`config.mk`:
```
export PLATFORM = sky130hd
export DESIGN_NAME = gray_pam_mapper_soft_demapper
export DESIGN_NICKNAME = d
export VERILOG_FILES = /design/src/rtl/core/gpmsd_pkg.sv /design/src/rtl/core/gpmsd_front.sv /design/src/rtl/core/gpmsd_queue.sv /design/src/rtl/core/gpmsd_back.sv /design/src/rtl/core/gray_pam_mapper_soft_demapper.sv
export SDC_FILE = /design/constraint.sdc
export NUM_CORES = 1
export LEC_CHECK = 0
export BUFFER_PORTS_ARGS = -buffer_cell sky130_fd_sc_hd__buf_2
export CAP_MARGIN = 30
export CORE_MARGIN = 5
export CORE_UTILIZATION = 39
export CTS_BUF_LIST = sky130_fd_sc_hd__clkbuf_8
export DETAILED_ROUTE_END_ITERATION = 10
export SETUP_SLACK_MARGIN = 0.15
export SYNTH_ARGS = -nofsm -noshare
export SYNTH_HDL_FRONTEND = slang
export SYNTH_SLANG_ARGS = --single-unit
```
`constraint.sdc`:
```
create_clock -name clk -period 12.8 [get_ports clk]
set_clock_uncertainty 0.2 [all_clocks]
set_input_delay 0.64 -clock clk [delete_from_list [all_inputs] [get_ports clk]]
set_output_delay 0.64 -clock clk [all_outputs]
set_load 0.02 [all_outputs]
```
`src/rtl/core/gpmsd_pkg.sv`:
```
// Shared types and constants for the Gray-coded PAM mapper and soft demapper.
package gpmsd_pkg;

  // Item kinds on the input channel.
  typedef enum logic {
    KIND_MOD   = 1'b0,
    KIND_DEMOD = 1'b1
  } kind_t;

  // Configuration register indexes.
  localparam logic [1:0] CFG_BITS_PER_SYMBOL  = 2'd0;
  localparam logic [1:0] CFG_POWER_NORMALIZER = 2'd1;
  localparam logic [1:0] CFG_NORMAL_MAGNITUDE = 2'd2;

  localparam int unsigned CFG_IDX_W = 2;
  localparam int unsigned BPS_W     = 4;
  localparam int unsigned SCALE_W   = 16;
  localparam int unsigned SAMPLE_W  = 16;
  localparam int unsigned VALUE_W   = 24;

  // Datapath widths, sized for the widest supported symbol (15 bits).
  localparam int unsigned OPND_W  = 18;
  localparam int unsigned PROD_W  = OPND_W + SCALE_W + 1;
  localparam int unsigned DATA_W  = 30;
  localparam int unsigned SHIFT_W = 28;

  // Rounding shifts into Q11.12 and the fraction width of the soft values.
  localparam int unsigned MOD_SHIFT   = 4;
  localparam int unsigned DEMOD_SHIFT = 11;
  localparam int unsigned FRAC_BITS   = 12;

  typedef struct packed {
    kind_t                      kind;
    logic                       data_bit;
    logic                       end_of_block;
    logic signed [SAMPLE_W-1:0] sample;
  } in_item_t;

  typedef struct packed {
    logic signed [VALUE_W-1:0] value;
    logic                      last;
  } out_item_t;

  // Work handed from the front to the back: a padded symbol or a sample.
  typedef struct packed {
    kind_t                    kind;
    logic signed [OPND_W-1:0] operand;
  } job_t;

endpackage

```
`src/rtl/core/gpmsd_front.sv`:
```
// Front end: accepts items, builds Gray-coded symbols and queues work for the back end.
module gpmsd_front
  import gpmsd_pkg::*;
#(
  parameter int unsigned MAX_BITS = 8,
  parameter int unsigned ACC_W    = MAX_BITS + 2,
  parameter int unsigned CNT_W    = $clog2(MAX_BITS + 1)
) (
  input  logic             clk,
  input  logic             rst_n,
  input  logic [CNT_W-1:0] bps,
  input  logic             in_valid,
  output logic             in_stall,
  input  in_item_t         in_item,
  input  logic             q_full,
  output logic             q_push,
  output job_t             q_job
);

  logic signed [ACC_W-1:0] acc_r, acc_nxt;
  logic                    neg_r, neg_nxt;
  logic [CNT_W-1:0]        cnt_r, cnt_nxt;

  logic                    accept;
  logic                    new_neg;
  logic signed [ACC_W-1:0] acc_step;
  logic signed [ACC_W-1:0] fill;
  logic signed [ACC_W-1:0] padded;
  logic signed [OPND_W-1:0] mod_opnd;
  logic signed [OPND_W-1:0] demod_opnd;
  logic [CNT_W-1:0]        cnt_inc;
  logic [CNT_W-1:0]        pad;
  logic                    sym_done;

  assign in_stall = q_full;
  assign accept   = in_valid && !in_stall;

  always_comb begin
    new_neg  = neg_r ^ in_item.data_bit;
    acc_step = (acc_r <<< 1) + (new_neg ? -ACC_W'(1) : ACC_W'(1));
    cnt_inc  = cnt_r + 1'b1;
    sym_done = (cnt_inc >= bps) || in_item.end_of_block;
    pad      = (bps > cnt_inc) ? (bps - cnt_inc) : '0;
    // Padding appends pad copies of the running sign, each +1 or -1.
    fill     = (ACC_W'(1) <<< pad) - ACC_W'(1);
    padded   = (acc_step <<< pad) + (new_neg ? -fill : fill);
    mod_opnd   = OPND_W'(padded);
    demod_opnd = OPND_W'(in_item.sample);
  end

  always_comb begin
    acc_nxt = acc_r;
    neg_nxt = neg_r;
    cnt_nxt = cnt_r;
    q_push  = 1'b0;
    q_job.kind    = in_item.kind;
    q_job.operand = demod_opnd;
    if (accept && in_item.kind == KIND_MOD) begin
      q_job.operand = mod_opnd;
      if (sym_done) begin
        q_push  = 1'b1;
        acc_nxt = '0;
        neg_nxt = 1'b0;
        cnt_nxt = '0;
      end else begin
        acc_nxt = acc_step;
        neg_nxt = new_neg;
        cnt_nxt = cnt_inc;
      end
    end else if (accept) begin
      q_push = 1'b1;
    end
  end

  always_ff @(posedge clk) begin
    if (!rst_n) begin
      acc_r <= '0;
      neg_r <= 1'b0;
      cnt_r <= '0;
    end else begin
      acc_r <= acc_nxt;
      neg_r <= neg_nxt;
      cnt_r <= cnt_nxt;
    end
  end

  a_cnt_in_range: assert property (@(posedge clk) disable iff (!rst_n)
    32'(cnt_r) < MAX_BITS)
    else $error("partial symbol bit count out of range");

endmodule

```
`src/rtl/core/gpmsd_queue.sv`:
```
// Short job queue between the front end and the back end.
module gpmsd_queue
  import gpmsd_pkg::*;
#(
  parameter int unsigned DEPTH = 4
) (
  input  logic clk,
  input  logic rst_n,
  input  logic push,
  input  job_t push_job,
  output logic full,
  input  logic pop,
  output logic head_valid,
  output job_t head_job
);

  localparam int unsigned PTR_W = (DEPTH > 1) ? $clog2(DEPTH) : 1;
  localparam int unsigned CNT_W = $clog2(DEPTH + 1);

  job_t             slots_r [DEPTH];
  logic [PTR_W-1:0] wr_ptr_r, wr_ptr_nxt;
  logic [PTR_W-1:0] rd_ptr_r, rd_ptr_nxt;
  logic [CNT_W-1:0] count_r, count_nxt;
  logic             do_push;
  logic             do_pop;

  assign full       = (32'(count_r) == DEPTH);
  assign head_valid = (count_r != '0);
  assign head_job   = slots_r[rd_ptr_r];
  assign do_push    = push && !full;
  assign do_pop     = pop && head_valid;

  always_comb begin
    wr_ptr_nxt = wr_ptr_r;
    rd_ptr_nxt = rd_ptr_r;
    count_nxt  = count_r;
    if (do_push) begin
      wr_ptr_nxt = (32'(wr_ptr_r) == DEPTH - 1) ? '0 : wr_ptr_r + 1'b1;
    end
    if (do_pop) begin
      rd_ptr_nxt = (32'(rd_ptr_r) == DEPTH - 1) ? '0 : rd_ptr_r + 1'b1;
    end
    if (do_push && !do_pop) begin
      count_nxt = count_r + 1'b1;
    end else if (do_pop && !do_push) begin
      count_nxt = count_r - 1'b1;
    end
  end

  always_ff @(posedge clk) begin
    if (do_push) begin
      slots_r[wr_ptr_r] <= push_job;
    end
  end

  always_ff @(posedge clk) begin
    if (!rst_n) begin
      wr_ptr_r <= '0;
      rd_ptr_r <= '0;
      count_r  <= '0;
    end else begin
      wr_ptr_r <= wr_ptr_nxt;
      rd_ptr_r <= rd_ptr_nxt;
      count_r  <= count_nxt;
    end
  end

  a_no_overflow: assert property (@(posedge clk) disable iff (!rst_n)
    full |-> !push)
    else $error("job pushed into a full queue");

  a_count_bound: assert property (@(posedge clk) disable iff (!rst_n)
    32'(count_r) <= DEPTH)
    else $error("queue count exceeds depth");

endmodule

```
`src/rtl/core/gpmsd_back.sv`:
```
// Back end: scales each job, then walks the soft values and drives the output register.
module gpmsd_back
  import gpmsd_pkg::*;
#(
  parameter int unsigned CNT_W = 4
) (
  input  logic               clk,
  input  logic               rst_n,
  input  logic [CNT_W-1:0]   bps,
  input  logic [SCALE_W-1:0] power_normalizer,
  input  logic [SCALE_W-1:0] normal_magnitude,
  input  logic               q_valid,
  input  job_t               q_job,
  output logic               q_pop,
  output logic               out_valid,
  input  logic               out_stall,
  output out_item_t          out_item
);

  localparam logic signed [DATA_W-1:0] VMAX = DATA_W'(8388607);
  localparam logic signed [DATA_W-1:0] VMIN = -DATA_W'(8388608);

  // Multiply stage.
  logic                     m_valid_r, m_valid_nxt;
  kind_t                    m_kind_r;
  logic signed [PROD_W-1:0] m_prod_r;

  // Soft value stage.
  logic                     e_busy_r, e_busy_nxt;
  logic                     e_demod_r;
  logic signed [DATA_W-1:0] e_a_r;
  logic [SHIFT_W-1:0]       e_sh_r;
  logic [CNT_W-1:0]         e_rem_r;

  // Output register.
  logic                     out_valid_r, out_valid_nxt;
  out_item_t                out_item_r;

  logic                     out_free;
  logic                     e_emit;
  logic                     e_done;
  logic                     e_take;
  logic                     m_advance;
  logic signed [SCALE_W:0]  scale;
  logic signed [PROD_W-1:0] product;
  logic signed [PROD_W:0]   sum_mod;
  logic signed [PROD_W:0]   sum_demod;
  logic signed [PROD_W:0]   rnd_mod;
  logic signed [PROD_W:0]   rnd_demod;
  logic signed [DATA_W-1:0] a_load;
  logic signed [DATA_W-1:0] a_abs;
  logic signed [DATA_W-1:0] sh_ext;
  logic signed [DATA_W-1:0] a_next;
  logic [SHIFT_W-1:0]       sh_init;
  logic [VALUE_W-1:0]       sat_value;

  assign out_free  = !out_valid_r || !out_stall;
  assign e_emit    = e_busy_r && out_free;
  assign e_done    = e_emit && (e_rem_r == CNT_W'(1));
  assign e_take    = !e_busy_r || e_done;
  assign m_advance = m_valid_r && e_take;
  assign q_pop     = q_valid && (!m_valid_r || m_advance);

  always_comb begin
    scale   = (q_job.kind == KIND_DEMOD) ? $signed({1'b0, normal_magnitude})
                                         : $signed({1'b0, power_normalizer});
    product = q_job.operand * scale;
  end

  always_comb begin
    sum_mod   = $signed({m_prod_r[PROD_W-1], m_prod_r}) + (PROD_W+1)'(8);
    sum_demod = $signed({m_prod_r[PROD_W-1], m_prod_r}) + (PROD_W+1)'(1024);
    rnd_mod   = sum_mod >>> MOD_SHIFT;
    rnd_demod = sum_demod >>> DEMOD_SHIFT;
    a_load    = (m_kind_r == KIND_DEMOD) ? rnd_demod[DATA_W-1:0] : rnd_mod[DATA_W-1:0];
    sh_init   = SHIFT_W'(1) << (32'(bps) + FRAC_BITS - 1);
    a_abs     = e_a_r[DATA_W-1] ? -e_a_r : e_a_r;
    sh_ext    = $signed({{(DATA_W - SHIFT_W){1'b0}}, e_sh_r});
    a_next    = a_abs - sh_ext;
    if (e_a_r > VMAX) begin
      sat_value = VMAX[VALUE_W-1:0];
    end else if (e_a_r < VMIN) begin
      sat_value = VMIN[VALUE_W-1:0];
    end else begin
      sat_value = e_a_r[VALUE_W-1:0];
    end
  end

  always_comb begin
    m_valid_nxt = m_valid_r;
    if (q_pop) begin
      m_valid_nxt = 1'b1;
    end else if (m_advance) begin
      m_valid_nxt = 1'b0;
    end
    e_busy_nxt = e_busy_r;
    if (m_advance) begin
      e_busy_nxt = 1'b1;
    end else if (e_done) begin
      e_busy_nxt = 1'b0;
    end
    out_valid_nxt = out_valid_r;
    if (e_emit) begin
      out_valid_nxt = 1'b1;
    end else if (!out_stall) begin
      out_valid_nxt = 1'b0;
    end
  end

  always_ff @(posedge clk) begin
    if (!rst_n) begin
      m_valid_r   <= 1'b0;
      e_busy_r    <= 1'b0;
      out_valid_r <= 1'b0;
    end else begin
      m_valid_r   <= m_valid_nxt;
      e_busy_r    <= e_busy_nxt;
      out_valid_r <= out_valid_nxt;
    end
  end

  always_ff @(posedge clk) begin
    if (q_pop) begin
      m_kind_r <= q_job.kind;
      m_prod_r <= product;
    end
    if (m_advance) begin
      e_demod_r <= (m_kind_r == KIND_DEMOD);
      e_a_r     <= a_load;
      e_sh_r    <= sh_init;
      e_rem_r   <= (m_kind_r == KIND_DEMOD) ? bps : CNT_W'(1);
    end else if (e_emit) begin
      e_a_r   <= a_next;
      e_sh_r  <= e_sh_r >> 1;
      e_rem_r <= e_rem_r - 1'b1;
    end
    if (e_emit) begin
      out_item_r.value <= sat_value;
      out_item_r.last  <= e_demod_r && (e_rem_r == CNT_W'(1));
    end
  end

  assign out_valid = out_valid_r;
  assign out_item  = out_item_r;

  a_rem_nonzero: assert property (@(posedge clk) disable iff (!rst_n)
    e_busy_r |-> (e_rem_r != '0))
    else $error("soft value stage busy with nothing left to emit");

  a_mult_holds: assert property (@(posedge clk) disable iff (!rst_n)
    (m_valid_r && !e_take) |=> (m_valid_r && $stable(m_prod_r)))
    else $error("product lost while the soft value stage was busy");

endmodule

```
`src/rtl/core/gray_pam_mapper_soft_demapper.sv`:
```
// Top level of the Gray-coded PAM mapper with max-log soft demapper.
// Path: an item that completes a symbol passes through the queue, the multiply stage and
// the soft value stage into the output register, and waits longer if stalled.
// Throughput: one modulate item per cycle unless the queue is full; the soft value stage
// emits one soft value per cycle while the output is not stalled, bits_per_symbol per sample.
// Reset: synchronous, active low; clears the partial symbol, the queue and all valid flags,
// and loads bits_per_symbol 1, power_normalizer 65535 and normal_magnitude 1024.
module gray_pam_mapper_soft_demapper
  import gpmsd_pkg::*;
#(
  parameter int unsigned MAX_BITS_PER_SYMBOL = 8
) (
  input  logic                 clk,
  input  logic                 rst_n,
  // Input channel.
  input  logic                 in_valid,
  output logic                 in_stall,
  input  in_item_t             in_item,
  // Result channel.
  output logic                 out_valid,
  input  logic                 out_stall,
  output out_item_t            out_item,
  // Configuration write channel.
  input  logic                 cfg_valid,
  output logic                 cfg_ready,
  input  logic [CFG_IDX_W-1:0] cfg_index,
  input  logic [SCALE_W-1:0]   cfg_data
);

  // The accumulator holds up to MAX_BITS_PER_SYMBOL signed bits plus headroom.
  localparam int unsigned ACC_W = MAX_BITS_PER_SYMBOL + 2;
  localparam int unsigned CNT_W = $clog2(MAX_BITS_PER_SYMBOL + 1);
  localparam int unsigned QUEUE_DEPTH = 4;

  logic [BPS_W-1:0]   bps_r, bps_nxt;
  logic [SCALE_W-1:0] pn_r, pn_nxt;
  logic [SCALE_W-1:0] nm_r, nm_nxt;
  logic [CNT_W-1:0]   bps_eff;

  logic q_push;
  job_t q_push_job;
  logic q_full;
  logic q_pop;
  logic q_valid;
  job_t q_head;

  // Configuration is always taken; the register file sits at the top so that both
  // halves see the same values.
  assign cfg_ready = 1'b1;

  always_comb begin
    bps_nxt = bps_r;
    pn_nxt  = pn_r;
    nm_nxt  = nm_r;
    if (cfg_valid && cfg_ready) begin
      unique case (cfg_index)
        CFG_BITS_PER_SYMBOL:  bps_nxt = cfg_data[BPS_W-1:0];
        CFG_POWER_NORMALIZER: pn_nxt  = cfg_data;
        CFG_NORMAL_MAGNITUDE: nm_nxt  = cfg_data;
        default: ;
      endcase
    end
  end

  always_ff @(posedge clk) begin
    if (!rst_n) begin
      bps_r <= BPS_W'(1);
      pn_r  <= SCALE_W'(65535);
      nm_r  <= SCALE_W'(1024);
    end else begin
      bps_r <= bps_nxt;
      pn_r  <= pn_nxt;
      nm_r  <= nm_nxt;
    end
  end

  // Zero bits per symbol behaves as one; values above the supported maximum clamp to it.
  always_comb begin
    if (bps_r == '0) begin
      bps_eff = CNT_W'(1);
    end else if (32'(bps_r) > MAX_BITS_PER_SYMBOL) begin
      bps_eff = CNT_W'(MAX_BITS_PER_SYMBOL);
    end else begin
      bps_eff = CNT_W'(bps_r);
    end
  end

  // The front end builds symbols bit by bit and forwards samples untouched. It only
  // stalls the input when the queue is full, so modulate bits keep flowing while the
  // back end is still walking the soft values of an earlier sample.
  gpmsd_front #(
    .MAX_BITS (MAX_BITS_PER_SYMBOL),
    .ACC_W    (ACC_W),
    .CNT_W    (CNT_W)
  ) u_front (
    .clk      (clk),
    .rst_n    (rst_n),
    .bps      (bps_eff),
    .in_valid (in_valid),
    .in_stall (in_stall),
    .in_item  (in_item),
    .q_full   (q_full),
    .q_push   (q_push),
    .q_job    (q_push_job)
  );

  gpmsd_queue #(
    .DEPTH (QUEUE_DEPTH)
  ) u_queue (
    .clk        (clk),
    .rst_n      (rst_n),
    .push       (q_push),
    .push_job   (q_push_job),
    .full       (q_full),
    .pop        (q_pop),
    .head_valid (q_valid),
    .head_job   (q_head)
  );

  // The back end shares one multiplier between symbol scaling and sample scaling,
  // rounds into Q11.12 and emits one saturated value per cycle through its output
  // register while the output is not stalled; a value waiting downstream holds the soft value stage.
  gpmsd_back #(
    .CNT_W (CNT_W)
  ) u_back (
    .clk              (clk),
    .rst_n            (rst_n),
    .bps              (bps_eff),
    .power_normalizer (pn_r),
    .normal_magnitude (nm_r),
    .q_valid          (q_valid),
    .q_job            (q_head),
    .q_pop            (q_pop),
    .out_valid        (out_valid),
    .out_stall        (out_stall),
    .out_item         (out_item)
  );

endmodule

```
==> impl_summary.md, run 1 <==
Status
The flow ran to the end, and the final reports show no timing, DRC or antenna violations.

Routing
Summing over every cut layer, the via total after detailed routing is 18300. The number of iterations in the first detailed-routing pass is 6. The aggregate routed wire length is 63700 um.

In the final routed layout, each cell accounts on average for 18.1 um. In the routed design, unresolved DRC markers number 0. The remaining antenna violation count after routing is 0.

The average via count per standard cell is 5.18. The number of DRC markers in iteration 0 is 1090.

Placement
The routability congestion estimate is 0.912. The number of placed instances with taps included is 3437. The HPWL after detailed placement is 50100 um. The count of input and output buffers is 68.

Die
70 I/O pins were placed. The die span in x is 263 um. The height of the chip is 263 um. The core region is 63200 um^2.

The starting density of the core is 39.4%. The number of standard-cell rows in the floorplan is 92. The floorplan die area is 69100 um^2.

Clock tree
TritonCTS built the clock tree. The number of clock sinks seen by CTS is 251. The H-tree was split into 2 levels. The clock edge transition at the registers on the reported setup and hold paths is 60 ps. The TritonCTS buffer count is 45. The clock tree root buffer cell is clkbuf_8.

For this design, the CTS-stage hold fixing added 0 buffers. In this run, post-CTS repair resized a total of 0 instances. The later pin in the worst-skew pair is clocked with a latency of 620 ps.

The number of setup buffers added after CTS is 0. The clock passes through at most 3 buffers.

Logic synthesis
Yosys printed 0 warnings. In the synthesized netlist the dominant register cell turns out to be edfxtp_1. The proportion of register bits with asynchronous set or reset after synthesis is 0%. Yosys mapped the design onto 72 distinct sky130hd cell types. The sequential element share of the synthesized area is 27.8%. The number of enable-type register cells in the synthesized netlist is 189. The cell area after synthesis is 24900 um^2.

In this run, synthesis produced a sequential element count of 251. After synthesis, the mean cell area works out to 9.57 um^2. The cell count after synthesis is 2604. The largest total area in the synthesized netlist belongs to edfxtp_1. The area share of the largest cell type after synthesis is 22.8%. After synthesis, the cell types taking the most area are edfxtp_1 (23%), fa_1 (22%), ha_1 (7.6%).

Setup path
The number of buffers and inverters on the critical path is 4. The critical path class is flip-flop to flip-flop. The cell family with the largest share of critical-path delay is adder cells.

The kind of end point of the critical path is a flip-flop. STA classifies the critical path startpoint as a flip-flop. The signal on the critical path passes through buf_4, mux4_2, mux2_2, nand2_1, fa_1, inv_1, fa_1, inv_1, fa_1, inv_1, ha_1, fa_1, fa_1, ha_1, a21o_1, or2_2, or3_1, o21a_1, o41ai_1, a21o_1, a31oi_1, o2111a_1, a211o_1. The largest single stage delay on the critical path is 860 ps. The library cell appearing most often on the critical path is fa_1.

Data on the critical path arrives at its endpoint at 8730 ps. Among all stages on the critical path, the largest delay is contributed by mux4_2. Of all nets on the critical path, the largest fanout is 24.

The data required time of the worst path is 12960 ps.

STA
The total negative slack is 0 ps. The number of pins exceeding their max-slew limit in the final report was 0. The worst path in the final design needs a cycle of 8570 ps, including I/O delays and setup. In the finished design, the share of the clock period the worst path needs comes to 66.9%. Based on the critical path, the design can be clocked at up to 117 MHz. The number of failing hold endpoints at the final stage is 0. Setup repair after global routing left no endpoint under its margin. The final setup violation count is 0. Headroom to the max-slew limit came out at 34.3%. The actual slew at the worst max-slew pin is 982 ps.

GRT
The residual overflow from global routing is 0. Entering global routing, the biggest net connects 68 pins. The number of global-route vias before repair is 19200. The first global-routing pass estimated 103000 um of wire. After global routing, the most crowded layer is met2. For met2 alone, demand over resource in global routing was 31.2%. The met1 routing resource usage after global routing is 24.5%. The global-route usage over all layers is 18.3%. The met3 capacity usage during global routing is 2.73%. The number of antenna violations at the first check in global routing was 1.

Layout
The most common library cell in the layout ignoring fill and taps is inv_1. Leaving out filler cells and counting taps, the final layout contains 3523. The fraction of final layout cells sized beyond drive strength 1 is 7.74%. The net count reported at finish is 3109.

The number of inserted filler cells in the final layout is 6193. The area growth from synthesis to layout is 8.50%. Leaving out fill and tap cells, the most frequent cells in the layout are inv_1 (395), nand2_1 (345), fa_1 (277).

Job
The tool flagged a number of max-cap violations equal to 0.

Min path
The tightest min-delay check is of the primary input to flip-flop type.
[state kept, by name (all words and copies together) (netlist names), 9 cells and up, named ones only]
name and flops:
u_back.e_a_r 30, pn_r 16, u_queue.slots_r 68, u_back.e_sh_r 28
u_back.m_prod_r 32, u_front.acc_r 9, nm_r 16, u_back.out_item 25
[final timing paths]
kind,startpoint,slack [ps],endpoint,cells past startpoint
hold / removal,cfg_data[9],80,pn_r[9],3
hold reg to reg,nm_r[8],260,nm_r[8],2
setup / recovery,flip-flop,4230,u_back.m_prod_r[34],23
setup reg to reg,flip-flop,4230,u_back.m_prod_r[34],23
[metal layers]
| layer | vias up | part of all wire [%] |
|---|---|---|
| li1 | 8723 | - |
| met1 | 9092 | 45 |
| met2 | 372 | 48 |
| met3 | 76 | 4.3 |
| met4 | 0 | 2.5 |
| met5 | - | 0 |
[cell usage after synthesis, types with 13 or more instances]
| cell | instances |
|---|---|
| o21ai_0 | 110 |
| o211ai_1 | 16 |
| mux2i_1 | 25 |
| o22ai_1 | 19 |
| inv_1 | 387 |
| nor3_1 | 29 |
| xnor2_1 | 100 |
| o21a_1 | 27 |
| nor2_1 | 108 |
| a211oi_1 | 13 |
| mux2_2 | 18 |
| nand4_1 | 15 |
| and2_1 | 55 |
| clkbuf_1 | 92 |
| edfxtp_1 | 189 |
| a31oi_1 | 13 |
| mux4_2 | 13 |
| nor2b_1 | 54 |
| a21oi_1 | 91 |
| fa_1 | 277 |
| nand3_1 | 51 |
| nand2b_1 | 22 |
| a21o_1 | 65 |
| ha_1 | 151 |
| or3_1 | 21 |
| nand2_1 | 345 |
| and3_1 | 16 |
| xor2_1 | 53 |
| o31ai_1 | 19 |
| a21boi_0 | 24 |
| dfxtp_1 | 62 |
[cell type report]
class,count,area (um^2),area share (%)
Multi-Input combinational cell,1864,16200,59.8
Inverter,388,1460,5.39
Sequential cell,251,6920,25.6
Timing Repair Buffer,89,510,1.89
Tap cell,846,1060,3.91
Clock inverter,37,288,1.06
Clock buffer,47,647,2.39
Antenna cell,1,2.50,0.00925
[cell families (layout without fill, tap and decap cells)]
family / after synthesis / in the layout / synth area share, %
xor+xnor: 154 / 154 / 5.47
fa+ha+maj: 428 / 428 / 29.8
mux: 56 / 56 / 2.99
buf+inv: 490 / 561 / 7.42
simple gates: 762 / 762 / 14.5
flops: 251 / 251 / 27.8
compound gates: 462 / 462 / 12.0
other cells: 1 / 3 / 0.0150
[metrics by stage]
step	hold slack, ps	worst slack (ps)	utilization, %	cell area, um^2
CTS	35.0	4180	42.8	27000
global placement	247	4370	41.3	26100
finish	76.5	4230	42.8	27000
detailed placement	254	4200	41.3	26100
global route	51.8	3820	42.8	27000
floorplan	224	4850	-	24900
[tightest hold or removal path, delay by kind of cell]
family	cells	cell delay, ps
AND/OR/NAND/NOR	2	100
buffers and inverters	1	90
Power of run 1 is left out: the tool's default activity adds up to more than one toggle a clock period on the data nets, which glitch-free logic cannot reach.
==> inputs of run 2 (changes only) <==
Clock period 12.8 ns to 7 ns, I/O delays scaled along.
==> run 2 against run 1 <==
- routed wire length shrank 3.1%
- non-clock buffer count grew 209
- critical path type unchanged
- critical path depth is the same
- the run now ends with negative setup slack left
- utilization grew 3.4 points
- register-to-register slack lost 4500 ps
- final area grew 8.0%
- largest cell class unchanged
==> impl_summary.md, run 2 (synthesis results as in run 1) <==
Clock tree
The cell sitting at the root of the clock tree is a clkbuf_8. In this run, CTS created clock tree buffers numbering 46. Clock-pin slew was measured on the worst setup and hold paths at 60 ps.

The insertion delay of the later-clocked pin in the worst-skew pair is 620 ps. Clock tree synthesis found a total of 251 sinks. The maximum buffer depth of the clock tree is 3. The maximum level of the CTS H-tree is 2. TritonCTS built the clock tree.

Die
The die is 263 um wide. Once the floorplan was initialized, standard cells occupied 39.4% of the core. The height of the chip is 263 um.

The die covers 69100 um^2. The number of standard-cell rows in the floorplan is 92. The I/O pin total is 70. The core region area is 63200 um^2.

Layout
In the final layout, the registers with the most flip-flops are u_queue.slots_r: 68 flops, u_back.m_prod_r: 32 flops, u_back.e_a_r: 30 flops. Leaving out fill and tap cells, the most frequent cell in the layout is inv_1. The layout-stage area growth over the synthesis result is 17.2%. After the last flow step, the layout net total stands at 3319. The library cells used most frequently in the layout, excluding fill and tap cells, are inv_1 (388), nand2_1 (333), fa_1 (270).

The register with the most flip-flops in the final layout is u_queue.slots_r. The post-route standard cell area excluding fillers is 29200 um^2. The number of inserted filler cells in the final layout is 5929. The register with the most flip-flops in the layout has 68 of them.

Cells with a size suffix above 1 make up 15.8% of the layout.

GRT
The met1 routing resource usage after global routing is 22.7%. The number of global-route vias before repair was 19800. The busiest layer in global routing is met2. Global routing used 17.7% of the available tracks across all layers.

Entering global routing, the biggest net connects 73 pins. The met3 capacity usage during global routing is 2.63%. The wire length of the first global-routing pass is 102000 um.

The global-route met2 utilization is 31.4%. The residual overflow from global routing is 0. The number of antenna violations at the first check in global routing came to 3.

Setup path
The data arrival time at the worst-slack endpoint is 7380 ps. STA classifies the critical path startpoint as a flip-flop. Counting cells, the worst reg-to-reg path comes to 23. The data required time of the worst path is 7150 ps. The kind of end point of the critical path is a flip-flop.

The critical path class is flip-flop to flip-flop. The maximum net fanout on the critical path is 6.

STA
The final worst slack is -238 ps. The number of pins exceeding their max-slew limit in the final report came to 0. For the pin with the worst max-slew slack, the measured transition is 953 ps. The final setup violation count is 9.

Setup repair after global routing could not meet its margin everywhere. Derived from the worst setup path, the maximum achievable clock frequency is 138 MHz. Measured against its own limit, the worst slew margin works out to 36.5%. The number of failing hold endpoints at the final stage came to 0. The final critical path time including I/O delays and setup is 7240 ps. Dividing the final minimum period by the clock period gives 103%. The worst hold-check slack is 129 ps.

Routing
Across all layers, the routed design uses 18800 vias. Once detail routing completed, the nets flagged for antenna violations numbered 0. The routed design has 61800 um of wire.

The routed wire length per instance is 16.6 um. The number of DRC markers in iteration 0 is 848. The average via count per standard cell is 5.05. For this run, design rule violations remaining after detail routing come to 0.

The first detailed-routing pass ran for 5 iterations.

Job
The tool flagged a number of max-cap violations equal to 0.

Placement
The count of input and output buffers is 68. The standard cell area after detailed placement is 27400 um^2. Summed over all nets, the half-perimeter wirelength after detailed placement is 50000 um.

The routability congestion estimate is 0.913.

Min path
The class of the worst hold path is primary input to flip-flop. The instance count along the most critical hold path is 2.

Status
The checks that failed: negative setup slack. The run finished, with violations left.
run 2: per-layer routing:
metal,routed length (um),up-vias,share of wire (%)
li1,-,9158,-
met2,30400,344,49
met5,23,-,0.037
met4,1520,4,2.5
met1,27500,9231,44
met3,2360,105,3.8
run 2: final timing paths:
kind,end,slack [ps],startpoint
setup / recovery,u_back.m_prod_r[34],-240,flip-flop
hold reg to reg,nm_r[14],270,nm_r[14]
hold / removal,bps_r[0],130,rst_n
setup reg to reg,u_back.m_prod_r[34],-240,flip-flop
run 2: area by class of cell:
cell class	instances	area, um^2	area share [%]
clock buffers	47	647	2.22
flip-flops and latches	251	6920	23.7
repair buffers	298	2280	7.82
multi-input cells	1864	16600	56.8
diodes	1	2.50	0.00857
well taps	846	1060	3.63
inverters	388	1460	4.99
clock inverters	36	245	0.840
run 2: what timing repair did:
| item | 4_1_cts | 5_1_grt |
|---|---|---|
| hold endpoints to repair | 109 | 0 |
| pin swaps | 17 | 65 |
| buffers inserted | 9 | 13 |
| hold buffers | 38 | 0 |
| resized for setup | 45 | 55 |
| setup endpoints to repair | 31 | 47 |
run 2: per-stage QoR:
step                instances  setup TNS, ps  setup WS (ps)  util (%)
floorplan                2605           -480           -167         -
global placement         3586           -934           -208      43.4
detailed placement       3587          -1550           -295      43.4
CTS                      3717           -581           -183      45.8
global route             3731          -3170           -426      46.2
finish                   3731           -857           -238      46.2
run 2: worst max-delay path, cell delays in order, from the launching register on:
cell	delay [ps]
dfxtp_2	340
mux4_2	540
buf_6	160
mux2_4	340
and2_4	150
fa_1	490
fa_1	520
ha_2	170
inv_2	40
fa_1	520
inv_1	50
fa_1	510
fa_1	450
ha_4	270
a21o_1	170
or2_4	230
or3_1	310
o21a_2	250
o41ai_4	330
buf_4	170
a21o_1	190
a31oi_4	110
o2111a_1	260
a211o_1	230
Power of run 2 is left out for the same reason.
